==> src/rtl/core/tcw_pkg.sv <==
`timescale 1ns / 1ps
// ----------------------------------------------------------------------------
// tcw_pkg: shared types and constants of the text console writer
// Field widths, operation codes, cell codes and the command/status bundles
// passed between the controller and the datapath.
// ----------------------------------------------------------------------------
package tcw_pkg;

  localparam int COLUMNS_DEF = 80;
  localparam int ROWS_DEF    = 25;

  localparam int OP_W   = 3;
  localparam int CHAR_W = 8;
  localparam int ATTR_W = 8;
  localparam int COL_W  = 7;
  localparam int ROW_W  = 5;
  localparam int CELL_W = CHAR_W + ATTR_W;

  localparam int DATA_W  = 32;
  localparam int PADDR_W = 3;

  localparam logic REG_ATTR   = 1'b0;
  localparam logic REG_MARKER = 1'b1;
  localparam logic [ATTR_W-1:0] ATTR_RESET = 8'h07;

  localparam logic [OP_W-1:0] OP_PUT    = 3'd0;
  localparam logic [OP_W-1:0] OP_SET    = 3'd1;
  localparam logic [OP_W-1:0] OP_CLEAR  = 3'd2;
  localparam logic [OP_W-1:0] OP_WRITE  = 3'd3;
  localparam logic [OP_W-1:0] OP_READ   = 3'd4;

  localparam logic [CHAR_W-1:0] CHAR_NEWLINE = 8'h0A;
  localparam logic [CHAR_W-1:0] CHAR_TAB     = 8'h09;
  localparam logic [CHAR_W-1:0] CHAR_BLANK   = 8'h20;
  localparam logic [CHAR_W-1:0] CHAR_MARKER  = 8'h5F;
  localparam logic [ATTR_W-1:0] ATTR_MARKER  = 8'h00;
  localparam int               TAB_STOP     = 8;

  typedef logic [CELL_W-1:0] cell_t;

  localparam cell_t MARKER_CELL = {ATTR_MARKER, CHAR_MARKER};
  localparam cell_t ZERO_CELL   = '0;

  typedef enum logic [1:0] {
    RD_IDX,
    RD_SCROLL,
    RD_CELL
  } rd_sel_t;

  typedef enum logic [2:0] {
    WR_NONE,
    WR_ZERO,
    WR_BLANK,
    WR_PUT,
    WR_CELL,
    WR_PIPE,
    WR_ERASE,
    WR_MARK
  } wr_sel_t;

  typedef enum logic [2:0] {
    POS_HOLD,
    POS_NEXT,
    POS_BOTTOM,
    POS_CELL,
    POS_ZERO
  } pos_sel_t;

  typedef struct packed {
    logic     load;
    logic     idx_clr;
    logic     step;
    logic     rd_en;
    rd_sel_t  rd_sel;
    wr_sel_t  wr_sel;
    pos_sel_t pos_sel;
    logic     set_bad;
    logic     set_scroll;
    logic     cap_read;
    logic     out_load;
  } cmd_t;

  typedef struct packed {
    logic [OP_W-1:0] op;
    logic            is_nl;
    logic            is_tab;
    logic            in_range;
    logic            next_ovf;
    logic            idx_last;
    logic            pipe_last;
    logic            scan_hit;
    logic            out_busy;
  } stat_t;

endpackage

==> src/rtl/core/tcw_ctrl.sv <==
`timescale 1ns / 1ps
// ----------------------------------------------------------------------------
// tcw_ctrl: operation sequencer
// Steps each item through decode, screen sweeps (reset fill, clear, scroll,
// marker search) and the result hand-off to the output register.
// ----------------------------------------------------------------------------
module tcw_ctrl import tcw_pkg::*; (
  input  logic  clk,
  input  logic  rst,
  input  logic  in_valid,
  output logic  in_stall,
  input  logic  marker_mode,
  input  stat_t st,
  output cmd_t  cmd
);

  localparam logic [3:0] S_INIT   = 4'd0;
  localparam logic [3:0] S_IDLE   = 4'd1;
  localparam logic [3:0] S_DECODE = 4'd2;
  localparam logic [3:0] S_SCROLL = 4'd3;
  localparam logic [3:0] S_CLEAR  = 4'd4;
  localparam logic [3:0] S_SEARCH = 4'd5;
  localparam logic [3:0] S_MARK   = 4'd6;
  localparam logic [3:0] S_READ   = 4'd7;
  localparam logic [3:0] S_FINISH = 4'd8;

  logic [3:0] state, state_next;
  logic       accept;

  assign in_stall = (state != S_IDLE);
  assign accept   = in_valid && !in_stall;

  always_comb begin
    cmd         = '0;
    cmd.rd_sel  = RD_IDX;
    cmd.wr_sel  = WR_NONE;
    cmd.pos_sel = POS_HOLD;
    state_next  = state;
    case (state)
      S_INIT: begin
        cmd.wr_sel = WR_ZERO;
        cmd.step   = 1'b1;
        if (st.idx_last) state_next = S_IDLE;
      end
      S_IDLE: begin
        cmd.load = accept;
        if (accept) state_next = S_DECODE;
      end
      S_DECODE: begin
        state_next = S_FINISH;
        case (st.op)
          OP_PUT: begin
            if (!st.is_nl && !st.is_tab) cmd.wr_sel = WR_PUT;
            if (st.next_ovf) begin
              cmd.pos_sel    = POS_BOTTOM;
              cmd.set_scroll = 1'b1;
              cmd.idx_clr    = 1'b1;
              state_next     = S_SCROLL;
            end else begin
              cmd.pos_sel = POS_NEXT;
            end
          end
          OP_SET: begin
            if (!st.in_range) begin
              cmd.set_bad = 1'b1;
            end else if (marker_mode) begin
              cmd.idx_clr = 1'b1;
              state_next  = S_SEARCH;
            end else begin
              cmd.pos_sel = POS_CELL;
            end
          end
          OP_CLEAR: begin
            cmd.idx_clr = 1'b1;
            state_next  = S_CLEAR;
          end
          OP_WRITE: begin
            if (!st.in_range) cmd.set_bad = 1'b1;
            else cmd.wr_sel = WR_CELL;
          end
          OP_READ: begin
            if (!st.in_range) begin
              cmd.set_bad = 1'b1;
            end else begin
              cmd.rd_en  = 1'b1;
              cmd.rd_sel = RD_CELL;
              state_next = S_READ;
            end
          end
          default: state_next = S_FINISH;
        endcase
      end
      S_SCROLL: begin
        cmd.step   = 1'b1;
        cmd.rd_en  = 1'b1;
        cmd.rd_sel = RD_SCROLL;
        cmd.wr_sel = WR_PIPE;
        if (st.pipe_last) state_next = S_FINISH;
      end
      S_CLEAR: begin
        cmd.step   = 1'b1;
        cmd.wr_sel = WR_BLANK;
        if (st.idx_last) begin
          cmd.pos_sel = POS_ZERO;
          state_next  = S_FINISH;
        end
      end
      S_SEARCH: begin
        cmd.step   = 1'b1;
        cmd.rd_en  = 1'b1;
        cmd.rd_sel = RD_IDX;
        if (st.scan_hit) begin
          cmd.wr_sel = WR_ERASE;
          state_next = S_MARK;
        end else if (st.pipe_last) begin
          state_next = S_MARK;
        end
      end
      S_MARK: begin
        cmd.wr_sel  = WR_MARK;
        cmd.pos_sel = POS_CELL;
        state_next  = S_FINISH;
      end
      S_READ: begin
        cmd.cap_read = 1'b1;
        state_next   = S_FINISH;
      end
      S_FINISH: begin
        if (!st.out_busy) begin
          cmd.out_load = 1'b1;
          state_next   = S_IDLE;
        end
      end
      default: state_next = S_INIT;
    endcase
  end

  always_ff @(posedge clk) begin
    if (rst) begin
      state <= S_INIT;
    end else begin
      state <= state_next;
    end
  end

  a_load_free: assert property (@(posedge clk) disable iff (rst)
    cmd.out_load |-> !st.out_busy)
    else $error("result loaded over a pending result");

  a_accept_decode: assert property (@(posedge clk) disable iff (rst)
    accept |=> state == S_DECODE)
    else $error("accepted item not decoded");

  a_scroll_runs: assert property (@(posedge clk) disable iff (rst)
    (state == S_SCROLL) && !st.pipe_last |=> state == S_SCROLL)
    else $error("scroll left before last cell");

endmodule

==> config.mk <==
export PLATFORM = sky130hd
export DESIGN_NAME = tcw_ctrl
export DESIGN_NICKNAME = d
export VERILOG_FILES = /design/src/rtl/core/tcw_pkg.sv /design/src/rtl/core/tcw_ctrl.sv
export SDC_FILE = /design/constraint.sdc
export NUM_CORES = 1
export LEC_CHECK = 0
export BUFFER_PORTS_ARGS = -buffer_cell sky130_fd_sc_hd__buf_2
export CAP_MARGIN = 20
export CORE_MARGIN = 5
export CORE_UTILIZATION = 45
export DETAILED_ROUTE_END_ITERATION = 10
export PLACE_DENSITY = 0.89
export SYNTH_ARGS = -nofsm -noshare
export SYNTH_HDL_FRONTEND = slang
export SYNTH_SLANG_ARGS = --single-unit
==> constraint.sdc <==
create_clock -name clk -period 2.26 [get_ports clk]
set_input_delay 0.339 -clock clk [delete_from_list [all_inputs] [get_ports clk]]
set_output_delay 0.339 -clock clk [all_outputs]
set_load 0.02 [all_outputs]
==> reports/metrics.yaml, run 1 <==
outcome: "finished clean"
drive_gt1_share_pct: 32.8
mappedNetlistArea_um2: 663
p_total_mw: 0.584
drt.antenna.violating_nets: 0
hold_depth: 2
crit_required_ns: 1.92
insertion_delay_ns: 0.23
critPathMaxFanout: 5
hold_end: "state[1]"
ys_types: 44
clock_sinks: 4
start_kind: "flop"
finalMaxSlewViolations: 0
first_global_vias: 755
place_congestion: 0.835
async_reset_ff_share_pct: 0
gr-total-overflow: 0
die_y_um: 48.4
portBuffers: 31
rr_worst_depth: 4
power_density_nw_per_um2: 674
cts_hold_buf: 0
nets: 148
hpwl_um: 1590
ys_warn_count: 0
largest_reg_flops: 4
initialDrtViolationCount: 44
die_area_um2: 2340
period_needed_ns: 2.12
h-tree-depth: 1
clockBufferDepth: 2
avgSynthCellArea_um2: 6.70
wirelength_um: 1990
rr_startpoint: "state[3]"
ys_seq_elements: 4
yosys_most_used_dff: "dfxtp_1"
finalClockSkew_ns: 0.000184
numCtsBuffers: 3
track_usage_pct: 16.8
p_leak_nw: 0.409
drcViolationCount: 0
hold_class: "in2reg"
dp_cells: 143
endpoint_kind: "primary output"
rows: 13
top_regs: "state x4"
grt_max_degree: 19
via_count: 865
critPathArrivalTime_ns: 1.78
routed_via_density: 5.92
path_class: "reg2out"
cts_resized: 0
antenna_found_initial: 0
rsz0062_at_grt: "no"
grt_first_pass_wirelength_um: 3330
io_pins: 32
final_common_cell: "buf_2"
top_register: "state"
synthCells: 99
hp-start: "rst"
setup_viol: 0
slew_headroom_pct: 65.1
rrSetupSlack_ns: 0.55
tns_ns: 0
synth_fp_nets: 114
tritoncts: "yes"
fmax_ghz: 0.471
postCtsSetupRepairBufs: 0
r2r_end: "state[0]"
cts_root_buf: "clkbuf_4"
hold_viol: 0
tightest_slew_ns: 0.517
post-route-period-util_pct: 94.0
yosysSeqAreaShare_pct: 12.1
synth_edf_count: 0
layout.cells.non_filler: 146
worstSetupStartpoint: "state[3]"
final_cell_mix: "buf_2 (31), nor2_1 (16), nor3_1 (6)"
start_util_pct: 49.1
core_um2: 1350
drtPass1Iterations: 4
die_x_um: 48.4
wire_per_inst_um: 13.6
antennaDiodeCount: 0
area_growth_syn_to_layout_pct: 30.8
max_cap_viol_count: 0
cts.clk_slew.worst_paths_ns: 0.03
ir_worst_vdd_mv: 0.569
==> critical path, stage by stage (launching register included) <==
cell	delay (ns)
dfxtp_1	0.30
or4b_4	0.57
a2111oi_1	0.43
buf_2	0.25
==> cell type report <==
type	count	area, µm²
clock buffers	3	22.5
fillers	134	483
inverters	2	7.51
multi-input cells	87	553
flip-flops and latches	4	80.1
well taps	15	18.8
repair buffers	35	185
==> power by group <==
group	switching, mW	internal [mW]
combinational	0.246	0.163
sequential	0.00621	0.0840
clock	0.0262	0.0592
total	0.278	0.306
==> per-stage QoR <==
step	hold slack (ns)	instance area [µm²]	worst slack [ns]	utilization, %
floorplan	0.442	664	0.147	-
global placement	0.629	845	0.443	62.6
detailed placement	0.631	845	0.387	62.6
CTS	0.382	867	0.124	64.2
global route	0.400	867	0.0358	64.2
finish	0.390	867	0.136	64.2
==> synth_stat cells (2+ instances only) <==
master | number | area, µm²
nand2_1 | 5 | 18.8
mux2i_1 | 2 | 20.0
nand2b_1 | 5 | 31.3
a21oi_1 | 4 | 20.0
inv_1 | 2 | 7.51
nor2_1 | 16 | 60.1
or2b_1 | 2 | 15.0
and3_1 | 3 | 18.8
o31ai_1 | 3 | 22.5
nand3b_1 | 4 | 30.0
nor3b_1 | 2 | 15.0
clkbuf_1 | 4 | 15.0
dfxtp_1 | 4 | 80.1
o21ai_0 | 5 | 25.0
nor3_1 | 6 | 30.0
o21a_1 | 2 | 15.0
a21boi_0 | 2 | 15.0
or3b_2 | 2 | 17.5
==> worst max-delay path by stage <==
stage              end  slack (ns)  depth (start not counted)
5_1_grt         cmd[8]        0.04                          5
3_3_place_gp    cmd[7]        0.44                          5
4_1_cts        cmd[14]        0.12                          3
2_1_floorplan  cmd[14]        0.15                          3
3_5_place_dp   cmd[14]        0.39                          3
6_report       cmd[14]        0.14                          3
==> metal layers <==
layer / GRT usage, % / part of all wire, % / up-vias
li1: - / - / 434
met1: 20.4 / 43 / 403
met2: 27.4 / 51 / 28
met3: 3.98 / 5.3 / 0
met4: 7.83 / 0 / 0
met5: 0 / 0 / -
==> cell families (layout without fill, tap and decap cells) <==
family	count (synthesis)	count (layout)	synth area share, %
flip-flops	4	4	12.1
multiplexers	2	2	3.02
AND/OR/NAND/NOR	53	53	45.5
buffers and inverters	8	40	4.72
XOR/XNOR	2	2	2.64
AO/OA/AOI/OAI	30	30	32.1
No activity file was read; power rests on OpenSTA's default activity.
==> run 2: changes to the inputs <==
BUFFER_PORTS_ARGS = -buffer_cell sky130_fd_sc_hd__buf_4   (was -buffer_cell sky130_fd_sc_hd__buf_2)
==> run 2 against run 1 <==
First-iteration DRC count decreased by 2.3%. Worst setup slack got worse by 0.0098 ns. Die area is the same. Flip-flop and latch count unchanged. Via count increased by 0.46%. Largest cell class unchanged. Highest routed layer unchanged.
==> reports/metrics.yaml, run 2 (synthesis gave the netlist of run 1 again) <==
use_met2_pct: 28.9  # +1.5 points
antennaDiodeCount: 0  # unchanged
p_leak_nw: 0.423  # +3.5%
die_area_um2: 2340  # unchanged
ir_worst_vdd_mv: 0.504  # -11%
initialDrtViolationCount: 43  # -2.3%
path_class: "reg2out"
hold_class: "in2reg"
fillers: 126  # -6.0%
crit_required_ns: 1.92  # about the same
start_util_pct: 49.1  # unchanged
slew_headroom_pct: 66.4  # +1.3 points
grt.busiest_layer: "met2"
wirelength_um: 2080  # +4.3%
core_um2: 1350  # unchanged
top_regs: "state x4"
die_x_um: 48.4  # unchanged
clockBufferDepth: 2  # unchanged
grt_first_pass_wirelength_um: 3410  # +2.5%
critPathArrivalTime_ns: 1.79  # about the same
cts_hold_buf: 0  # unchanged
outcome: "finished clean"
tritoncts: "yes"
worstSetupStartpoint: "state[3]"
gr-total-overflow: 0  # unchanged
power_density_nw_per_um2: 655  # -2.8%
endpoint_kind: "primary output"
via_count: 869  # +0.46%
setup_viol: 0  # unchanged
nets: 148  # unchanged
hold_viol: 0  # unchanged
io_pins: 32  # unchanged
cts.clk_slew.worst_paths_ns: 0.04  # about the same
period_needed_ns: 2.13  # +0.00977 ns
r2r_end: "state[0]"
tightest_slew_ns: 0.497  # -0.0194 ns
rr_worst_depth: 4  # unchanged
portBuffers: 31  # unchanged
grt_use_met1_pct: 20.6  # +0.14 points
endpoint: "cmd[7]"
place_congestion: 0.824  # -1.3%
grt_util_met3_pct: 4.28  # +0.31 points
tns_ns: 0  # unchanged
rsz0062_at_grt: "no"
h-tree-depth: 1  # unchanged
cts_root_buf: "clkbuf_4"
rr_startpoint: "state[3]"
path_cells: "or4b_4, nor2_2, nand2_1, o32ai_1, buf_4"
drive_gt1_share_pct: 33.6  # +0.76 points
antenna_found_initial: 0  # unchanged
final_common_cell: "buf_4"
top_register: "state"
finalMaxSlewViolations: 0  # unchanged
cpMaxStageDelayCell: "or4b_4"
fmax_ghz: 0.469  # -0.46%
dp_cells: 143  # unchanged
critPathMaxFanout: 5  # unchanged
largest_reg_flops: 4  # unchanged
hpwl_um: 1640  # +2.7%
insertion_delay_ns: 0.23  # about the same
drcViolationCount: 0  # unchanged
post-route-period-util_pct: 94.4  # +0.43 points
first_global_vias: 771  # +2.1%
area_growth_syn_to_layout_pct: 42.8
routed_via_density: 5.95  # +0.46%
cpPeakStageDelay_ns: 0.58  # about the same
wire_per_inst_um: 14.2  # +4.3%
finalClockSkew_ns: 0.00132  # +0.00113 ns
drt.antenna.violating_nets: 0  # unchanged
final_cell_mix: "buf_4 (35), nor2_1 (15), nor3_1 (6)"
max_cap_viol_count: 0  # unchanged
rows: 13  # unchanged
rrSetupSlack_ns: 0.58  # +0.03 ns
numCtsBuffers: 3  # unchanged
layout.cells.non_filler: 146  # unchanged
die_y_um: 48.4  # unchanged
grt_max_degree: 19  # unchanged
track_usage_pct: 17.4  # +0.55 points
start_kind: "flop"
clock_sinks: 4  # unchanged
drtPass1Iterations: 4  # unchanged
==> run 2: cell count changes in the layout (fill, tap and decap cells not counted) <==
cell / change
nor2_1: -1
buf_2: -31
buf_4: +31
nor2_2: +1
==> run 2: metal layers <==
| layer | share of wire (%) | up-vias |
|---|---|---|
| li1 | - | 434 |
| met1 | 44 | 402 |
| met4 | 0 | 0 |
| met3 | 4.9 | 0 |
| met5 | 0 | - |
| met2 | 51 | 33 |
==> run 2: area by class of cell <==
cell class	instances	area, µm²	share of cell area (%)
Sequential cell	4	80.1	8.45
Inverter	2	7.51	0.793
Clock buffer	3	22.5	2.38
Timing Repair Buffer	35	263	27.7
Tap cell	15	18.8	1.98
Multi-Input combinational cell	87	556	58.7
==> run 2: metrics by stage <==
stage | worst slack [ns] | util, % | cell area (µm²) | hold WS (ns) | power [mW]
6_report | 0.127 | 70.2 | 947 | 0.359 | 0.620
4_1_cts | 0.114 | 70.0 | 945 | 0.353 | 0.622
5_1_grt | 0.0368 | 70.2 | 947 | 0.341 | 0.678
3_3_place_gp | 0.440 | 68.3 | 922 | 0.598 | 0.518
2_1_floorplan | 0.147 | - | 664 | 0.442 | 0.382
3_5_place_dp | 0.372 | 68.3 | 922 | 0.600 | 0.530
==> run 2: how the worst min path moves through the flow <==
stage                          end  slack [ns]  depth (start not counted)  from
after floorplan           state[1]        0.44                          1   rst
after global placement    state[1]        0.60                          2   rst
after detailed placement  state[1]        0.60                          2   rst
after CTS                 state[1]        0.35                          2   rst
after global routing      state[1]        0.34                          2   rst
final                     state[1]        0.36                          2   rst
==> run 2: critical path, delay by kind of cell, from the launching register on <==
kind / cells / cell delay [ns]
buf+inv: 1 / 0.20
flops: 1 / 0.31
simple gates: 3 / 0.79
compound gates: 1 / 0.27
==> run 2: what timing repair did <==
item,4_1_cts,5_1_grt
setup endpoints to repair,0,1
buffers inserted,0,0
resized for setup,0,1
==> run 2: power by group <==
part | internal, mW | leakage (nW) | switching, mW
sequential | 0.0841 | 0.0326 | 0.00724
combinational | 0.192 | 0.377 | 0.251
clock | 0.0592 | 0.0138 | 0.0264
